===== config.mk =====
export PLATFORM = sky130hd
export DESIGN_NAME = humidity_temp_frame_decoder
export DESIGN_NICKNAME = d
export VERILOG_FILES = /design/src/design/htfd_pkg.sv /design/src/design/htfd_frame.sv /design/src/design/htfd_conv.sv /design/src/design/humidity_temp_frame_decoder.sv
export SDC_FILE = /design/constraint.sdc
export NUM_CORES = 1
export LEC_CHECK = 0
export BUFFER_PORTS_ARGS = -buffer_cell sky130_fd_sc_hd__buf_2
export CAP_MARGIN = 20
export CORE_ASPECT_RATIO = 0.9
export CORE_UTILIZATION = 42
export DETAILED_ROUTE_END_ITERATION = 7
export PLACE_DENSITY_LB_ADDON = 0.25
export SYNTH_ARGS = -nofsm -noshare
export SYNTH_HDL_FRONTEND = slang
export SYNTH_SLANG_ARGS = --single-unit

===== constraint.sdc =====
create_clock -name clk -period 15.6 [get_ports clk]
set_clock_uncertainty 0.1 [all_clocks]
set_input_delay 0.78 -clock clk [delete_from_list [all_inputs] [get_ports clk]]
set_output_delay 0.78 -clock clk [all_outputs]
set_load 0.01 [all_outputs]

===== src/design/htfd_pkg.sv =====
// Shared types, constants and helper functions for the sensor frame decoder.
`timescale 1ns / 1ps

package htfd_pkg;

  // Frame kinds as carried on the input selector and the result
  localparam logic KIND_MEAS = 1'b0;
  localparam logic KIND_ID   = 1'b1;

  // Byte positions of the two CRC bytes and of the second word's first byte
  localparam logic [2:0] POS_CRC1 = 3'd2;
  localparam logic [2:0] POS_CRC2 = 3'd5;
  localparam logic [2:0] POS_WORD2 = 3'd3;

  // CRC-8, poly 0x31, init 0xFF, MSB first
  localparam logic [7:0] CRC_INIT = 8'hFF;
  localparam logic [7:0] CRC_POLY = 8'h31;

  // Conversion: value = round(gain * raw / 65535) - offset
  localparam int PROD_W = 31;
  localparam logic [PROD_W-1:0] GAIN_T_CENTI = 31'd17500;
  localparam logic [PROD_W-1:0] GAIN_H_CENTI = 31'd10000;
  localparam logic [PROD_W-1:0] GAIN_T_WHOLE = 31'd175;
  localparam logic [PROD_W-1:0] GAIN_H_WHOLE = 31'd100;
  localparam logic [PROD_W-1:0] ROUND_BIAS   = 31'd32767;
  localparam logic [14:0] OFS_T_CENTI = 15'd4500;
  localparam logic [8:0]  OFS_T_WHOLE = 9'd45;

  // Completed frame handed from the byte tracker to the converter
  typedef struct packed {
    logic        kind;
    logic        ok;
    logic [15:0] t_raw;
    logic [15:0] h_raw;
    logic [15:0] id;
  } frame_evt_t;

  // One result word
  typedef struct packed {
    logic        frame_kind;
    logic        crc_ok;
    logic [14:0] temp_centi;
    logic [13:0] humi_centi;
    logic [8:0]  temp_whole;
    logic [6:0]  humi_whole;
    logic [15:0] device_id;
  } result_t;

  // One byte through the CRC register
  function automatic logic [7:0] crc8_byte(input logic [7:0] crc, input logic [7:0] b);
    logic [7:0] c;
    c = crc ^ b;
    for (int k = 0; k < 8; k++) begin
      c = c[7] ? ((c << 1) ^ CRC_POLY) : (c << 1);
    end
    return c;
  endfunction

  // floor(x / 65535) for quotients below 65536: 65536 == 1 mod 65535
  function automatic logic [15:0] div_65535(input logic [PROD_W-1:0] x);
    logic [31:0] s;
    s = {1'b0, x} + {17'd0, x[PROD_W-1:16]} + 32'd1;
    return s[31:16];
  endfunction

endpackage


===== src/design/htfd_frame.sv =====
// Byte tracker: frame position, running CRC, word capture and stored ID.
`timescale 1ns / 1ps

module htfd_frame (
  input  logic                 clk,
  input  logic                 rst,
  input  logic                 in_valid,
  output logic                 in_ready,
  input  logic                 in_kind,
  input  logic                 in_first,
  input  logic [7:0]           in_byte,
  output logic                 evt_valid,
  input  logic                 evt_ready,
  output htfd_pkg::frame_evt_t evt
);

  logic [2:0]  byte_position, byte_position_next;
  logic        latched_kind, latched_kind_next;
  logic [7:0]  running_crc, running_crc_next;
  logic [15:0] first_word, first_word_next;
  logic [15:0] second_word, second_word_next;
  logic        first_crc_good, first_crc_good_next;
  logic [15:0] stored_id, stored_id_next;
  logic        evt_valid_next;
  htfd_pkg::frame_evt_t evt_next;

  logic       accept;
  logic [2:0] pos_eff;
  logic [7:0] crc_eff;
  logic       kind_eff;
  logic       match;
  logic       fire;

  assign in_ready = !evt_valid || evt_ready;
  assign accept   = in_valid && in_ready;

  // Per-byte state update
  always_comb begin
    byte_position_next  = byte_position;
    latched_kind_next   = latched_kind;
    running_crc_next    = running_crc;
    first_word_next     = first_word;
    second_word_next    = second_word;
    first_crc_good_next = first_crc_good;
    stored_id_next      = stored_id;
    fire                = 1'b0;

    pos_eff  = in_first ? 3'd0 : byte_position;
    crc_eff  = in_first ? htfd_pkg::CRC_INIT : running_crc;
    kind_eff = in_first ? in_kind : latched_kind;
    match    = (in_byte == crc_eff);

    evt_next.kind  = kind_eff;
    evt_next.ok    = (kind_eff == htfd_pkg::KIND_ID) ? match : (first_crc_good && match);
    evt_next.t_raw = first_word;
    evt_next.h_raw = second_word;
    evt_next.id    = (kind_eff == htfd_pkg::KIND_ID && match) ? first_word : stored_id;

    if (accept) begin
      latched_kind_next = kind_eff;
      if (pos_eff != htfd_pkg::POS_CRC1 && pos_eff != htfd_pkg::POS_CRC2) begin
        // data byte
        running_crc_next = htfd_pkg::crc8_byte(crc_eff, in_byte);
        if (pos_eff < htfd_pkg::POS_CRC1) begin
          first_word_next = {first_word[7:0], in_byte};
        end else begin
          second_word_next = {second_word[7:0], in_byte};
        end
        byte_position_next = pos_eff + 3'd1;
      end else begin
        // CRC byte
        running_crc_next = htfd_pkg::CRC_INIT;
        if (pos_eff == htfd_pkg::POS_CRC1 && kind_eff == htfd_pkg::KIND_MEAS) begin
          first_crc_good_next = match;
          byte_position_next  = htfd_pkg::POS_WORD2;
        end else begin
          byte_position_next = 3'd0;
          fire               = 1'b1;
          if (kind_eff == htfd_pkg::KIND_ID && match) begin
            stored_id_next = first_word;
          end
        end
      end
    end

    evt_valid_next = in_ready ? fire : evt_valid;
  end

  // Control state
  always_ff @(posedge clk) begin
    if (rst) begin
      byte_position  <= 3'd0;
      latched_kind   <= htfd_pkg::KIND_MEAS;
      running_crc    <= htfd_pkg::CRC_INIT;
      first_word     <= 16'd0;
      second_word    <= 16'd0;
      first_crc_good <= 1'b0;
      stored_id      <= 16'd0;
      evt_valid      <= 1'b0;
    end else begin
      byte_position  <= byte_position_next;
      latched_kind   <= latched_kind_next;
      running_crc    <= running_crc_next;
      first_word     <= first_word_next;
      second_word    <= second_word_next;
      first_crc_good <= first_crc_good_next;
      stored_id      <= stored_id_next;
      evt_valid      <= evt_valid_next;
    end
  end

  // Frame result payload
  always_ff @(posedge clk) begin
    if (fire) begin
      evt <= evt_next;
    end
  end

`ifndef NO_ASSERTIONS
  // A CRC byte closing a frame always puts the tracker back to the start
  a_end_resets_pos: assert property (@(posedge clk) disable iff (rst)
    fire |=> (byte_position == 3'd0 && running_crc == htfd_pkg::CRC_INIT))
    else $error("frame end did not restart position/CRC");
  // Position never runs past the last CRC byte
  a_pos_range: assert property (@(posedge clk) disable iff (rst)
    byte_position <= htfd_pkg::POS_CRC2)
    else $error("byte position out of range");
  // A waiting frame result is never overwritten
  a_evt_hold: assert property (@(posedge clk) disable iff (rst)
    evt_valid && !evt_ready |=> evt_valid && $stable(evt))
    else $error("frame result lost while stalled");
`endif

endmodule


===== src/design/htfd_conv.sv =====
// Two-stage conversion of raw words to scaled, rounded temperature and humidity.
`timescale 1ns / 1ps

module htfd_conv (
  input  logic                 clk,
  input  logic                 rst,
  input  logic                 evt_valid,
  output logic                 evt_ready,
  input  htfd_pkg::frame_evt_t evt,
  output logic                 res_valid,
  input  logic                 res_ready,
  output htfd_pkg::result_t    res
);

  typedef struct packed {
    logic                        kind;
    logic                        ok;
    logic [15:0]                 id;
    logic [htfd_pkg::PROD_W-1:0] xtc;
    logic [htfd_pkg::PROD_W-1:0] xhc;
    logic [htfd_pkg::PROD_W-1:0] xtw;
    logic [htfd_pkg::PROD_W-1:0] xhw;
  } conv_stage_t;

  logic        a_valid;
  conv_stage_t a_q, a_d;
  logic        out_ready;
  htfd_pkg::result_t res_d;
  logic [15:0] q_tc, q_hc, q_tw, q_hw;
  logic        conv_en;

  assign out_ready = !res_valid || res_ready;
  assign evt_ready = !a_valid || out_ready;

  // Stage A: constant gains plus rounding bias
  always_comb begin
    a_d.kind = evt.kind;
    a_d.ok   = evt.ok;
    a_d.id   = evt.id;
    a_d.xtc  = {15'd0, evt.t_raw} * htfd_pkg::GAIN_T_CENTI + htfd_pkg::ROUND_BIAS;
    a_d.xhc  = {15'd0, evt.h_raw} * htfd_pkg::GAIN_H_CENTI + htfd_pkg::ROUND_BIAS;
    a_d.xtw  = {15'd0, evt.t_raw} * htfd_pkg::GAIN_T_WHOLE + htfd_pkg::ROUND_BIAS;
    a_d.xhw  = {15'd0, evt.h_raw} * htfd_pkg::GAIN_H_WHOLE + htfd_pkg::ROUND_BIAS;
  end

  // Stage B: divide by full scale, remove offset, zero unless a good measurement
  always_comb begin
    q_tc    = htfd_pkg::div_65535(a_q.xtc);
    q_hc    = htfd_pkg::div_65535(a_q.xhc);
    q_tw    = htfd_pkg::div_65535(a_q.xtw);
    q_hw    = htfd_pkg::div_65535(a_q.xhw);
    conv_en = a_q.ok && (a_q.kind == htfd_pkg::KIND_MEAS);

    res_d.frame_kind = a_q.kind;
    res_d.crc_ok     = a_q.ok;
    res_d.device_id  = a_q.id;
    res_d.temp_centi = conv_en ? (q_tc[14:0] - htfd_pkg::OFS_T_CENTI) : 15'd0;
    res_d.humi_centi = conv_en ? q_hc[13:0] : 14'd0;
    res_d.temp_whole = conv_en ? (q_tw[8:0] - htfd_pkg::OFS_T_WHOLE) : 9'd0;
    res_d.humi_whole = conv_en ? q_hw[6:0] : 7'd0;
  end

  // Stage valid flags
  always_ff @(posedge clk) begin
    if (rst) begin
      a_valid   <= 1'b0;
      res_valid <= 1'b0;
    end else begin
      if (evt_ready) begin
        a_valid <= evt_valid;
      end
      if (out_ready) begin
        res_valid <= a_valid;
      end
    end
  end

  // Stage payloads
  always_ff @(posedge clk) begin
    if (evt_valid && evt_ready) begin
      a_q <= a_d;
    end
    if (a_valid && out_ready) begin
      res <= res_d;
    end
  end

`ifndef NO_ASSERTIONS
  // Values are zero for identity frames and failed checks
  a_zero_fill: assert property (@(posedge clk) disable iff (rst)
    res_valid && (!res.crc_ok || res.frame_kind == htfd_pkg::KIND_ID) |->
      (res.temp_centi == 15'd0 && res.humi_centi == 14'd0 &&
       res.temp_whole == 9'd0 && res.humi_whole == 7'd0))
    else $error("nonzero values on a frame without measurement");
  // Converted values stay within the sensor's scale
  a_scale: assert property (@(posedge clk) disable iff (rst)
    res_valid |-> ($signed(res.temp_centi) >= -15'sd4500 &&
                   $signed(res.temp_centi) <= 15'sd13000 &&
                   res.humi_centi <= 14'd10000 && res.humi_whole <= 7'd100 &&
                   $signed(res.temp_whole) >= -9'sd45 &&
                   $signed(res.temp_whole) <= 9'sd130))
    else $error("converted value out of range");
  // Stage A keeps its word while the result register is blocked
  a_stage_hold: assert property (@(posedge clk) disable iff (rst)
    a_valid && res_valid && !res_ready |=> a_valid && $stable(a_q))
    else $error("conversion stage dropped a word");
  // Reset empties stage A and the result register
  a_reset_empty: assert property (@(posedge clk)
    rst |=> !res_valid && !a_valid)
    else $error("pipeline not empty after reset");
`endif

endmodule


===== src/design/humidity_temp_frame_decoder.sv =====
// Top level of the temperature/humidity sensor frame decoder.
`timescale 1ns / 1ps

// Takes received sensor bytes one byte per cycle, checks each 16-bit sensor
// word against its CRC-8 (poly 0x31, init 0xFF) and emits one result word per
// completed frame: six bytes for a measurement frame, three for an identity
// frame. A byte is accepted every cycle while the output is not blocked; the
// result of a frame passes the frame-result register, which loads on the edge
// that accepts its last byte, then the gain stage, then the divide-and-offset
// stage into the output register. The per-byte CRC update is the single
// byte-wide step on the input side; the conversion divides by full scale
// 65535 with an add-and-shift.
module humidity_temp_frame_decoder (
  input  logic        clk,
  input  logic        rst,
  input  logic        s_tvalid,
  output logic        s_tready,
  input  logic [7:0]  s_tdata,   // [7:0] data_byte
  input  logic [1:0]  s_tuser,   // [0] operation, [1] first_byte
  output logic        m_tvalid,
  input  logic        m_tready,
  output logic [63:0] m_tdata,   // [14:0] temp_centi, [28:15] humi_centi,
                                 // [37:29] temp_whole, [44:38] humi_whole,
                                 // [60:45] device_id, [63:61] zero
  output logic [1:0]  m_tuser    // [0] frame_kind, [1] crc_ok
);

  logic                 evt_valid;
  logic                 evt_ready;
  htfd_pkg::frame_evt_t evt;
  htfd_pkg::result_t    res;

  // Byte tracking and CRC checks
  htfd_frame u_frame (
    .clk       (clk),
    .rst       (rst),
    .in_valid  (s_tvalid),
    .in_ready  (s_tready),
    .in_kind   (s_tuser[0]),
    .in_first  (s_tuser[1]),
    .in_byte   (s_tdata),
    .evt_valid (evt_valid),
    .evt_ready (evt_ready),
    .evt       (evt)
  );

  // Scaling and rounding
  htfd_conv u_conv (
    .clk       (clk),
    .rst       (rst),
    .evt_valid (evt_valid),
    .evt_ready (evt_ready),
    .evt       (evt),
    .res_valid (m_tvalid),
    .res_ready (m_tready),
    .res       (res)
  );

  // Output word packing
  assign m_tdata = {3'b000, res.device_id, res.humi_whole, res.temp_whole,
                    res.humi_centi, res.temp_centi};
  assign m_tuser = {res.crc_ok, res.frame_kind};

endmodule


After elaboration in Yosys (flattened, before gate mapping)
Index checks and enable logic that the tools add are counted.
W data, S select, Z words.

cells by class
  add/sub/neg operators = 15
  multiply operators = 4
  $lt $le $gt $ge = 1
  equality and inequality tests = 4
  muxes and demuxes = 19
  bitwise logic cells = 14
  reduce and logical (&&, ||, !) cells = 18

operator list
  kind                      count
  $mux W6                   8
  $add A30 B15 Y31 const B  1
  $add A31 B1 Y31 const B   1
  $add A31 B15 Y31          1
  $add A31 B15 Y31 const B  1
  $add A30 B1 Y30 const B   1
  $add A30 B15 Y30          1
  $mul A16 B13 Y29 const B  1
  $mul A16 B10 Y26 const B  1
  $add A24 B15 Y25 const B  1
  $add A25 B1 Y25 const B   1
  $add A25 B9 Y25           1
  $add A23 B15 Y24 const B  1
  $mul A16 B8 Y24 const B   1
  $not A3 Y3                8
  $add A23 B1 Y23 const B   1
  $add A23 B8 Y23           1
  $mul A16 B5 Y21 const B   1
  $mux W16                  1
  $mux W8                   2
  $sub A15 B13 Y15 const B  1
  $reduce_and A3 Y1         4
  $sub A9 B6 Y9 const B     1
  $eq A8 B8 Y1              1
  13 further kinds          33

word-level totals
  bits in registers = 306
  input port bits = 14
  output and inout bits = 68
  logic and storage cells = 104

Depth between registers and ports, before layout
Gate-level depths: netlist of the first run.

  depth after elaboration = 19
  depth in mapped cells = 23
  mapped depth without buffers = 22

Hierarchy
Synthesis of the first run repeated with hierarchy kept, for this count alone.

second synthesis, totals
  cell total of the unflattened synthesis = 2,253
  area, all modules = 23,920.4 µm²

modules (own cells, without submodules)
  module                       times used  cells each  area an instance (µm²)  sequential area each (µm²)
  htfd_conv                    1           1,856       19,252.2                5,415.2
  htfd_frame                   1           393         4,642.0                 2,742.6
  humidity_temp_frame_decoder  1           4           26.3                    0.0

Least setup slack after synthesis of the first run
Ideal clock, no wire load.

  kind = in2reg
  start point = input m_tready
  end point = register u_conv.a_q[100] (netlist bit) (enable)
  library setup time = 769 ps
  arrival time = 9,251 ps
  required time = 14,731 ps
  path slack = 5,480 ps
  stages = 2
  buffers on the path = 0
  cells stage by stage = nor2b_1 -> a21boi_0

on the way
  longest elaborated chain between the ends = 3

ends and longest elaborated chain
  element               line                               RTL
  start, declared       humidity_temp_frame_decoder.sv:21  input logic m_tready,
  $logic_or A1 B1 Y1    htfd_conv.sv:32                    assign out_ready = !res_valid || res_ready;
  $logic_or A1 B1 Y1    htfd_conv.sv:33                    assign evt_ready = !a_valid || out_ready;
  $logic_and A1 B1 Y1   htfd_conv.sv:80                    if (evt_valid && evt_ready) begin
  end signal, assigned  htfd_conv.sv:81                    a_q <= a_d;
  end, declared         htfd_conv.sv:26                    conv_stage_t a_q, a_d;

No other way between the ends.
A chain may end at the register's enable or synchronous reset.

==> impl_metrics.prom, run 1 <==
# TYPE chip_impl_metric gauge
chip_impl_info{name="run_status",value="complete, no violations"} 1
chip_impl_metric{name="max_slew.worst_pin.slew",unit="ns"} 1.09
chip_impl_metric{name="synth_cell_type_count",unit=""} 86
chip_impl_metric{name="synth-edff-count",unit=""} 229
chip_impl_metric{name="avgViaCountPerCell",unit=""} 5.10
chip_impl_info{name="min-delay-path-class",value="reg2reg"} 1
chip_impl_metric{name="period_share",unit=""} 0.387
chip_impl_metric{name="critPathMaxFanout",unit=""} 12
chip_impl_metric{name="start_util",unit=""} 0.429
chip_impl_metric{name="power_switching",unit="uW"} 526
chip_impl_metric{name="cts_made_buffers",unit=""} 37
chip_impl_metric{name="fin_nets",unit=""} 2911
chip_impl_metric{name="routed-via-count",unit=""} 16335
chip_impl_metric{name="vias_in_the_first_global_route",unit=""} 16300
chip_impl_metric{name="netSwitchingFraction",unit=""} 0.262
chip_impl_metric{name="vdd_ir_drop_max",unit="mV"} 0.0726
chip_impl_metric{name="drt-initial-drc-count",unit=""} 809
chip_impl_metric{name="groute.layer.met1.usage",unit=""} 0.262
chip_impl_metric{name="firstDrtPassIters",unit=""} 5
chip_impl_metric{name="cts-hold-fix-buffers",unit=""} 0
chip_impl_metric{name="numPortBuffers",unit=""} 78
chip_impl_metric{name="die_height",unit="um"} 229
chip_impl_metric{name="layout_min_cycle_time",unit="ns"} 6.03
chip_impl_metric{name="yosysWarnings",unit=""} 0
chip_impl_metric{name="power.leakage",unit="uW"} 0.0122
chip_impl_metric{name="cts_setup_buffers",unit=""} 0
chip_impl_metric{name="grtUsageMet3",unit=""} 0.0261
chip_impl_metric{name="boundaryPins",unit=""} 82
chip_impl_metric{name="final.setup.tns",unit="ns"} 0
chip_impl_info{name="grt.busiest_layer",value="met2"} 1
chip_impl_metric{name="coreArea",unit="um^2"} 56200
chip_impl_metric{name="worst-endpoint-arrival",unit="ns"} 6.22
chip_impl_info{name="critical_path.startpoint_type",value="flip-flop"} 1
chip_impl_metric{name="gr-usage-all-layers",unit=""} 0.184
chip_impl_metric{name="timing.slew.headroom",unit=""} 0.274
chip_impl_info{name="clock-root-buffer",value="sky130_fd_sc_hd__clkbuf_16"} 1
chip_impl_info{name="critical_path.cell_chain",value="inv_1 > ha_1 > fa_1 > inv_1 > ha_1 > ha_1 > fa_1 > inv_1 > fa_1 > nand2b_1 > a21oi_2 > o21a_4 > a2bb2oi_4 > a21boi_1 > o21ai_1 > xor2_1 > nand4b_2 > nor4_2 > xnor2_1"} 1
chip_impl_info{name="crit_slowest_cell",value="sky130_fd_sc_hd__edfxtp_1"} 1
chip_impl_metric{name="pwr-share-comb",unit=""} 0.139
chip_impl_metric{name="avgRoutedWirePerCell",unit="um"} 16.3
chip_impl_metric{name="finalHoldViolCount",unit=""} 0
chip_impl_metric{name="clock-sinks",unit=""} 293
chip_impl_metric{name="max_stage_delay",unit="ns"} 0.69
chip_impl_metric{name="power_total",unit="uW"} 2010
chip_impl_metric{name="clock_power_share",unit=""} 0.426
chip_impl_info{name="synth_top_cells_by_count",value="sky130_fd_sc_hd__inv_1 (408), sky130_fd_sc_hd__ha_1 (323), sky130_fd_sc_hd__edfxtp_1 (229)"} 1
chip_impl_metric{name="power_report.internal_total",unit="uW"} 1480
chip_impl_metric{name="number_of_routed_nets_with_antenna_violations",unit=""} 0
chip_impl_metric{name="final-setup-viol-count",unit=""} 0
chip_impl_metric{name="maximum_number_of_pins_on_one_net_before_global_route_repair",unit=""} 70
chip_impl_metric{name="clock_latency",unit="ns"} 0.56
chip_impl_metric{name="ys_seq_area_frac",unit=""} 0.338
chip_impl_metric{name="drc",unit=""} 0
chip_impl_metric{name="power.density_cell_area",unit="nW/um^2"} 75.6
chip_impl_metric{name="synth_area",unit="um^2"} 24100
chip_impl_info{name="synth_top_area_cell",value="sky130_fd_sc_hd__edfxtp_1"} 1
chip_impl_metric{name="post-dp-hpwl",unit="um"} 40700
chip_impl_metric{name="finish.utilization",unit=""} 0.473
chip_impl_metric{name="syn_area_per_cell",unit="um^2"} 10.3
chip_impl_metric{name="cp_data_required_time",unit="ns"} 15.79
chip_impl_metric{name="synthesis.instances",unit=""} 2338
chip_impl_metric{name="grt_pass1_wl",unit="um"} 85800
chip_impl_metric{name="post_route_cells_drive_above_1_share",unit=""} 0.0786
chip_impl_metric{name="postSynthRegisterBits",unit=""} 293
chip_impl_metric{name="die_w",unit="um"} 255
chip_impl_metric{name="overflow",unit=""} 0
chip_impl_info{name="ys_top_cells_by_area",value="sky130_fd_sc_hd__edfxtp_1 (28%), sky130_fd_sc_hd__ha_1 (17%), sky130_fd_sc_hd__fa_1 (13%)"} 1
chip_impl_metric{name="postRouteWirelength",unit="um"} 52200
chip_impl_info{name="crit_path_end_kind",value="flip-flop"} 1
chip_impl_metric{name="htreeDepth",unit=""} 2
chip_impl_metric{name="clockBufferDepth",unit=""} 3
chip_impl_metric{name="async_reset_ff_frac",unit=""} 0
chip_impl_metric{name="area_growth",unit="%"} 10.1
chip_impl_metric{name="grt_antenna_before_repair",unit=""} 1
chip_impl_metric{name="clk_pin_slew_worst_paths",unit="ns"} 0.05
chip_impl_metric{name="max-cap-violations",unit=""} 0
chip_impl_info{name="synth_top_flop_cell",value="sky130_fd_sc_hd__edfxtp_1"} 1
chip_impl_metric{name="synth.top_cell.area_share",unit=""} 0.285
chip_impl_info{name="rsz0062_at_grt",value="no"} 1
chip_impl_metric{name="cts_resized",unit=""} 0
chip_impl_metric{name="timing.final.max_slew_violations",unit=""} 0
chip_impl_metric{name="gp_congestion",unit=""} 0.872
chip_impl_metric{name="pwr-share-seq",unit=""} 0.435
chip_impl_metric{name="std_cell_rows",unit=""} 82
chip_impl_metric{name="max_freq",unit="MHz"} 166
chip_impl_metric{name="die_area",unit="um^2"} 58400
chip_impl_metric{name="fin_worst_hold_slack",unit="ns"} 0.316
chip_impl_info{name="critPathKind",value="reg2reg"} 1
chip_impl_info{name="tritoncts",value="done"} 1
chip_impl_metric{name="grt_use_met2",unit=""} 0.295
chip_impl_info{name="most_repeated_cell_in_the_gate_level_netlist_after_synthesis",value="sky130_fd_sc_hd__inv_1"} 1
## per-layer routing
metal,part of all wire,vias up
li1,-,8110
met1,0.49,7885
met2,0.45,276
met3,0.039,64
met4,0.020,0
met5,0,-
## path summary, 6_finish.rpt
check	start	endpoint	slack (ns)	cells past startpoint
setup / recovery	u_frame.evt[36]$_DFFE_PP_	u_conv.a_q[123]$_DFFE_PP_	9.57	19
hold / removal	u_conv.a_q[127]$_DFFE_PP_	u_conv.res[3]$_DFFE_PP_	0.32	0
setup reg to reg	u_frame.evt[36]$_DFFE_PP_	u_conv.a_q[123]$_DFFE_PP_	9.57	19
hold reg to reg	u_conv.a_q[127]$_DFFE_PP_	u_conv.res[3]$_DFFE_PP_	0.32	0
## kinds of logic after synthesis
group / synth area share
AOI/OAI and AO/OA: 0.0928
and+or+nand+nor: 0.113
buffers and inverters: 0.0721
DFF: 0.338
other: 0.000155
adders and majority gates: 0.299
muxes: 0.0163
xor gates and xnor gates: 0.0690
## worst max-delay path, delay by kind of cell, from the launching register on
kind            cells  cell delay [ns]
flops               1             0.69
simple gates        3             0.68
xor+xnor            2             0.50
buf+inv             3             0.32
compound gates      5             1.03
fa+ha+maj           6             2.45
## through the flow
stage,instance area (um^2),setup WS (ns),instances
floorplan,24100,5.48,2340
global placement,25300,9.70,3133
detailed placement,25300,9.53,3133
CTS,26600,9.52,3200
global route,26600,9.17,3200
finish,26600,9.57,3201
## cell type report
class	instances	area [um^2]
inverter	409	1540
antenna	1	2.50
timing repair buffer	85	443
clock buffer	50	1070
multi-input combinational	1590	14300
sequential	293	8160
fill	5209	29700
tap	756	946
clock inverter	17	154
## registers in the layout (all words and copies together), names as in the netlist
name	count
u_conv.a_q	116
u_conv.a_valid	1
u_conv.res	63
u_conv.res_valid	1
u_frame.byte_position	3
u_frame.evt	50
u_frame.evt_valid	1
u_frame.first_crc_good	1
u_frame.first_word	16
u_frame.latched_kind	1
u_frame.running_crc	8
u_frame.second_word	16
u_frame.stored_id	16
## power groups by stage
stage / Combinational [uW] / Sequential (uW) / Clock [uW]
after detailed placement: 278 / 890 / 0
after CTS: 281 / 874 / 880
after global placement: 273 / 890 / 0
after floorplan: 222 / 886 / 0
final: 280 / 874 / 855
after global routing: 317 / 875 / 909
## layout by cell type, fill, tap and decap left out, types with 6 or more instances in the layout
master and n:
sky130_fd_sc_hd__nor2_1 166, sky130_fd_sc_hd__clkbuf_1 8, sky130_fd_sc_hd__nor2b_1 19, sky130_fd_sc_hd__a21oi_1 96, sky130_fd_sc_hd__and4_1 7, sky130_fd_sc_hd__a21o_1 32, sky130_fd_sc_hd__nand2b_1 23, sky130_fd_sc_hd__and2_1 10
sky130_fd_sc_hd__a311oi_1 6, sky130_fd_sc_hd__xor2_1 71, sky130_fd_sc_hd__buf_4 7, sky130_fd_sc_hd__and3_1 15, sky130_fd_sc_hd__nor3_1 52, sky130_fd_sc_hd__mux2i_1 19, sky130_fd_sc_hd__buf_2 78, sky130_fd_sc_hd__a211oi_1 11
sky130_fd_sc_hd__o21ai_0 41, sky130_fd_sc_hd__ha_1 323, sky130_fd_sc_hd__inv_1 408, sky130_fd_sc_hd__nor4_1 10, sky130_fd_sc_hd__dfxtp_1 64, sky130_fd_sc_hd__edfxtp_1 229, sky130_fd_sc_hd__o21bai_1 8, sky130_fd_sc_hd__a31oi_1 10
sky130_fd_sc_hd__fa_1 158, sky130_fd_sc_hd__nand3_1 46, sky130_fd_sc_hd__nand2_1 114, sky130_fd_sc_hd__or4_1 9, sky130_fd_sc_hd__o21a_1 32, sky130_fd_sc_hd__or2_2 7, sky130_fd_sc_hd__mux2_2 18, sky130_fd_sc_hd__or3_1 15
sky130_fd_sc_hd__o21ai_1 9, sky130_fd_sc_hd__clkbuf_16 41, sky130_fd_sc_hd__o211ai_1 26, sky130_fd_sc_hd__xnor2_1 119, sky130_fd_sc_hd__nand4_1 26
Note: power is estimated with default switching activity, not from simulation.
==> inputs of run 2 (changes only) <==
==> constraint.sdc (replaced) <==
create_clock -name clk -period 6.1 [get_ports clk]
set_clock_uncertainty 0.1 [all_clocks]
set_input_delay 0.305 -clock clk [delete_from_list [all_inputs] [get_ports clk]]
set_output_delay 0.305 -clock clk [all_outputs]
set_load 0.01 [all_outputs]
==> impl_metrics.prom, run 2 (synthesis results as in run 1) <==
# TYPE chip_impl_metric gauge
chip_impl_info{name="run_status",value="complete, no violations"} 1
chip_impl_metric{name="netSwitchingFraction",unit=""} 0.253
chip_impl_metric{name="grt_pass1_wl",unit="um"} 85000
chip_impl_metric{name="vias_in_the_first_global_route",unit=""} 16402
chip_impl_metric{name="critPathMaxFanout",unit=""} 6
chip_impl_metric{name="numPortBuffers",unit=""} 78
chip_impl_metric{name="clock_latency",unit="ns"} 0.57
chip_impl_metric{name="fillers",unit=""} 5201
chip_impl_info{name="critPathKind",value="reg2reg"} 1
chip_impl_info{name="layout_commonest_cell",value="sky130_fd_sc_hd__inv_1"} 1
chip_impl_metric{name="coreArea",unit="um^2"} 56200
chip_impl_metric{name="cts_made_buffers",unit=""} 36
chip_impl_metric{name="max_freq",unit="MHz"} 173
chip_impl_metric{name="overflow",unit=""} 0
chip_impl_metric{name="start_util",unit=""} 0.429
chip_impl_info{name="rsz0062_at_grt",value="yes"} 1
chip_impl_metric{name="max_slew.worst_pin.slew",unit="ns"} 1.12
chip_impl_metric{name="finish.utilization",unit=""} 0.481
chip_impl_metric{name="routed-via-count",unit=""} 16564
chip_impl_metric{name="finalHoldViolCount",unit=""} 0
chip_impl_info{name="min-delay-path-class",value="in2reg"} 1
chip_impl_metric{name="postRouteWirelength",unit="um"} 51900
chip_impl_metric{name="cp_data_required_time",unit="ns"} 6.29
chip_impl_metric{name="power_report.internal_total",unit="uW"} 3950
chip_impl_metric{name="post-dp-hpwl",unit="um"} 40400
chip_impl_metric{name="drt-initial-drc-count",unit=""} 1052
chip_impl_metric{name="pwr-share-seq",unit=""} 0.422
chip_impl_metric{name="final.setup.tns",unit="ns"} 0
chip_impl_info{name="crit_slowest_cell",value="sky130_fd_sc_hd__fa_1"} 1
chip_impl_metric{name="die_area",unit="um^2"} 58400
chip_impl_info{name="critPathTopFamily",value="adder cells"} 1
chip_impl_metric{name="insertedDiodeCount",unit=""} 0
chip_impl_metric{name="avgRoutedWirePerCell",unit="um"} 16.0
chip_impl_info{name="critical_path.startpoint_type",value="flip-flop"} 1
chip_impl_metric{name="fin_nets",unit=""} 2958
chip_impl_metric{name="max-cap-violations",unit=""} 0
chip_impl_info{name="clock-root-buffer",value="sky130_fd_sc_hd__clkbuf_16"} 1
chip_impl_metric{name="seq_area",unit="um^2"} 8160
chip_impl_metric{name="firstDrtPassIters",unit=""} 5
chip_impl_metric{name="power.leakage",unit="uW"} 0.0125
chip_impl_info{name="crit_path_end_kind",value="flip-flop"} 1
chip_impl_metric{name="clk_pin_slew_worst_paths",unit="ns"} 0.06
chip_impl_metric{name="fin_worst_hold_slack",unit="ns"} 0.0288
chip_impl_metric{name="timing.slew.headroom",unit=""} 0.253
chip_impl_info{name="top_register",value="u_conv.a_q"} 1
chip_impl_metric{name="maximum_number_of_pins_on_one_net_before_global_route_repair",unit=""} 69
chip_impl_metric{name="avgViaCountPerCell",unit=""} 5.10
chip_impl_metric{name="post_route_cells_drive_above_1_share",unit=""} 0.0936
chip_impl_metric{name="drc",unit=""} 0
chip_impl_metric{name="htreeDepth",unit=""} 2
chip_impl_metric{name="boundaryPins",unit=""} 82
chip_impl_metric{name="area_growth",unit="%"} 12.1
chip_impl_metric{name="die_height",unit="um"} 229
chip_impl_metric{name="die_w",unit="um"} 255
chip_impl_metric{name="clockBufferDepth",unit=""} 3
chip_impl_metric{name="final-setup-viol-count",unit=""} 0
chip_impl_metric{name="clock-sinks",unit=""} 293
chip_impl_metric{name="multiInputGateArea",unit="um^2"} 14300
chip_impl_metric{name="max_stage_delay",unit="ns"} 0.55
chip_impl_metric{name="power_total",unit="uW"} 5290
chip_impl_metric{name="clock_power_share",unit=""} 0.441
chip_impl_metric{name="pwr-share-comb",unit=""} 0.137
chip_impl_info{name="reg_top3",value="u_conv.a_q (116), u_conv.res (63), u_frame.evt (50)"} 1
chip_impl_info{name="final_cell_mix",value="sky130_fd_sc_hd__inv_1 (408), sky130_fd_sc_hd__ha_1 (323), sky130_fd_sc_hd__edfxtp_1 (229), sky130_fd_sc_hd__nor2_1 (166), sky130_fd_sc_hd__fa_1 (158)"} 1
chip_impl_metric{name="timing.final.max_slew_violations",unit=""} 0
chip_impl_metric{name="critical_path_buf_inv_count",unit=""} 5
chip_impl_metric{name="worst-endpoint-arrival",unit="ns"} 5.96
chip_impl_metric{name="grt_antenna_before_repair",unit=""} 1
chip_impl_metric{name="vdd_ir_drop_max",unit="mV"} 0.168
chip_impl_metric{name="power.density_cell_area",unit="nW/um^2"} 196
chip_impl_metric{name="number_of_routed_nets_with_antenna_violations",unit=""} 0
chip_impl_info{name="tritoncts",value="done"} 1
chip_impl_metric{name="gr-usage-all-layers",unit=""} 0.182
chip_impl_metric{name="power_switching",unit="uW"} 1340
chip_impl_metric{name="period_share",unit=""} 0.946
chip_impl_info{name="critical-path-top-cell-by-count",value="sky130_fd_sc_hd__inv_1"} 1
chip_impl_metric{name="std_cell_rows",unit=""} 82
chip_impl_metric{name="largest_register_ff_count",unit=""} 116
chip_impl_info{name="critical_path.cell_chain",value="buf_4 > inv_1 > ha_1 > fa_1 > inv_1 > ha_1 > inv_1 > fa_1 > fa_1 > inv_1 > ha_1 > a21o_1 > or3_1 > o21a_4 > a2bb2oi_4 > mux2i_1 > nor3b_4 > nand2_1 > nand4b_2 > nor4_2 > xnor2_1"} 1
chip_impl_metric{name="gp_congestion",unit=""} 0.882
chip_impl_metric{name="layout_min_cycle_time",unit="ns"} 5.77
run 2: cell count changes in the layout (fill, tap and decap cells not counted), moves of 3 or more:
| cell | delta |
|---|---|
| sky130_fd_sc_hd__buf_4 | +37 |
| sky130_fd_sc_hd__bufinv_16 | +5 |
| sky130_fd_sc_hd__clkbuf_16 | -3 |
| sky130_fd_sc_hd__clkinv_4 | -4 |
| sky130_fd_sc_hd__dlygate4sd3_1 | +9 |
run 2: metrics by stage:
| step | instance area, um^2 | setup WS (ns) | std cells |
|---|---|---|---|
| finish | 27000 | 0.330 | 3246 |
| global route | 27000 | -0.0360 | 3246 |
| CTS | 26900 | 0.248 | 3236 |
| detailed placement | 25600 | 0.267 | 3163 |
| global placement | 25600 | 0.284 | 3162 |
| floorplan | 24100 | 0.501 | 2340 |
run 2: layout make-up:
type,count,share of cell area
flip-flops and latches,293,0.302
well taps,756,0.0350
multi-input cells,1590,0.528
repair buffers,133,0.0311
clock inverters,18,0.0101
clock buffers,47,0.0375
inverters,409,0.0568
run 2: layer usage:
layer | vias to the layer above | GRT usage | routed length (um)
met3 | 78 | 0.0264 | 2100
met4 | 0 | 0.0462 | 1190
met5 | - | 0 | 0
li1 | 8186 | - | -
met1 | 7996 | 0.262 | 25300
met2 | 304 | 0.286 | 23300
run 2: timing repair:
item,in CTS,in global routing
resized for setup,0,3
setup endpoints to repair,0,4
endpoints found under the hold margin,14,4
hold buffers,8,1
buffers inserted,0,8
run 2: worst paths after layout:
check	cells after the start	slack [ns]	endpoint	start
worst max-delay path	21	0.33	u_conv.a_q[123]$_DFFE_PP_	u_frame.evt[39]$_DFFE_PP_
worst min-delay path	4	0.03	u_conv.res_valid$_SDFFE_PP0P_	m_tready
worst max register to register	21	0.33	u_conv.a_q[123]$_DFFE_PP_	u_frame.evt[39]$_DFFE_PP_
worst min register to register	0	0.32	u_conv.a_q[132]$_DFFE_PP_	u_frame.evt[8]$_DFFE_PP_
run 2: tightest hold or removal path: cells and delay by family:
kind | cells | cell delay (ns)
simple gates | 3 | 0.27
buf+inv | 1 | 0.08
run 2: power groups by stage:
stage	clock network, uW	registers, uW	logic (uW)
after detailed placement	0	2270	713
after global routing	2450	2230	818
after global placement	0	2270	699
after floorplan	0	2260	567
after CTS	2380	2230	725
final	2330	2230	726
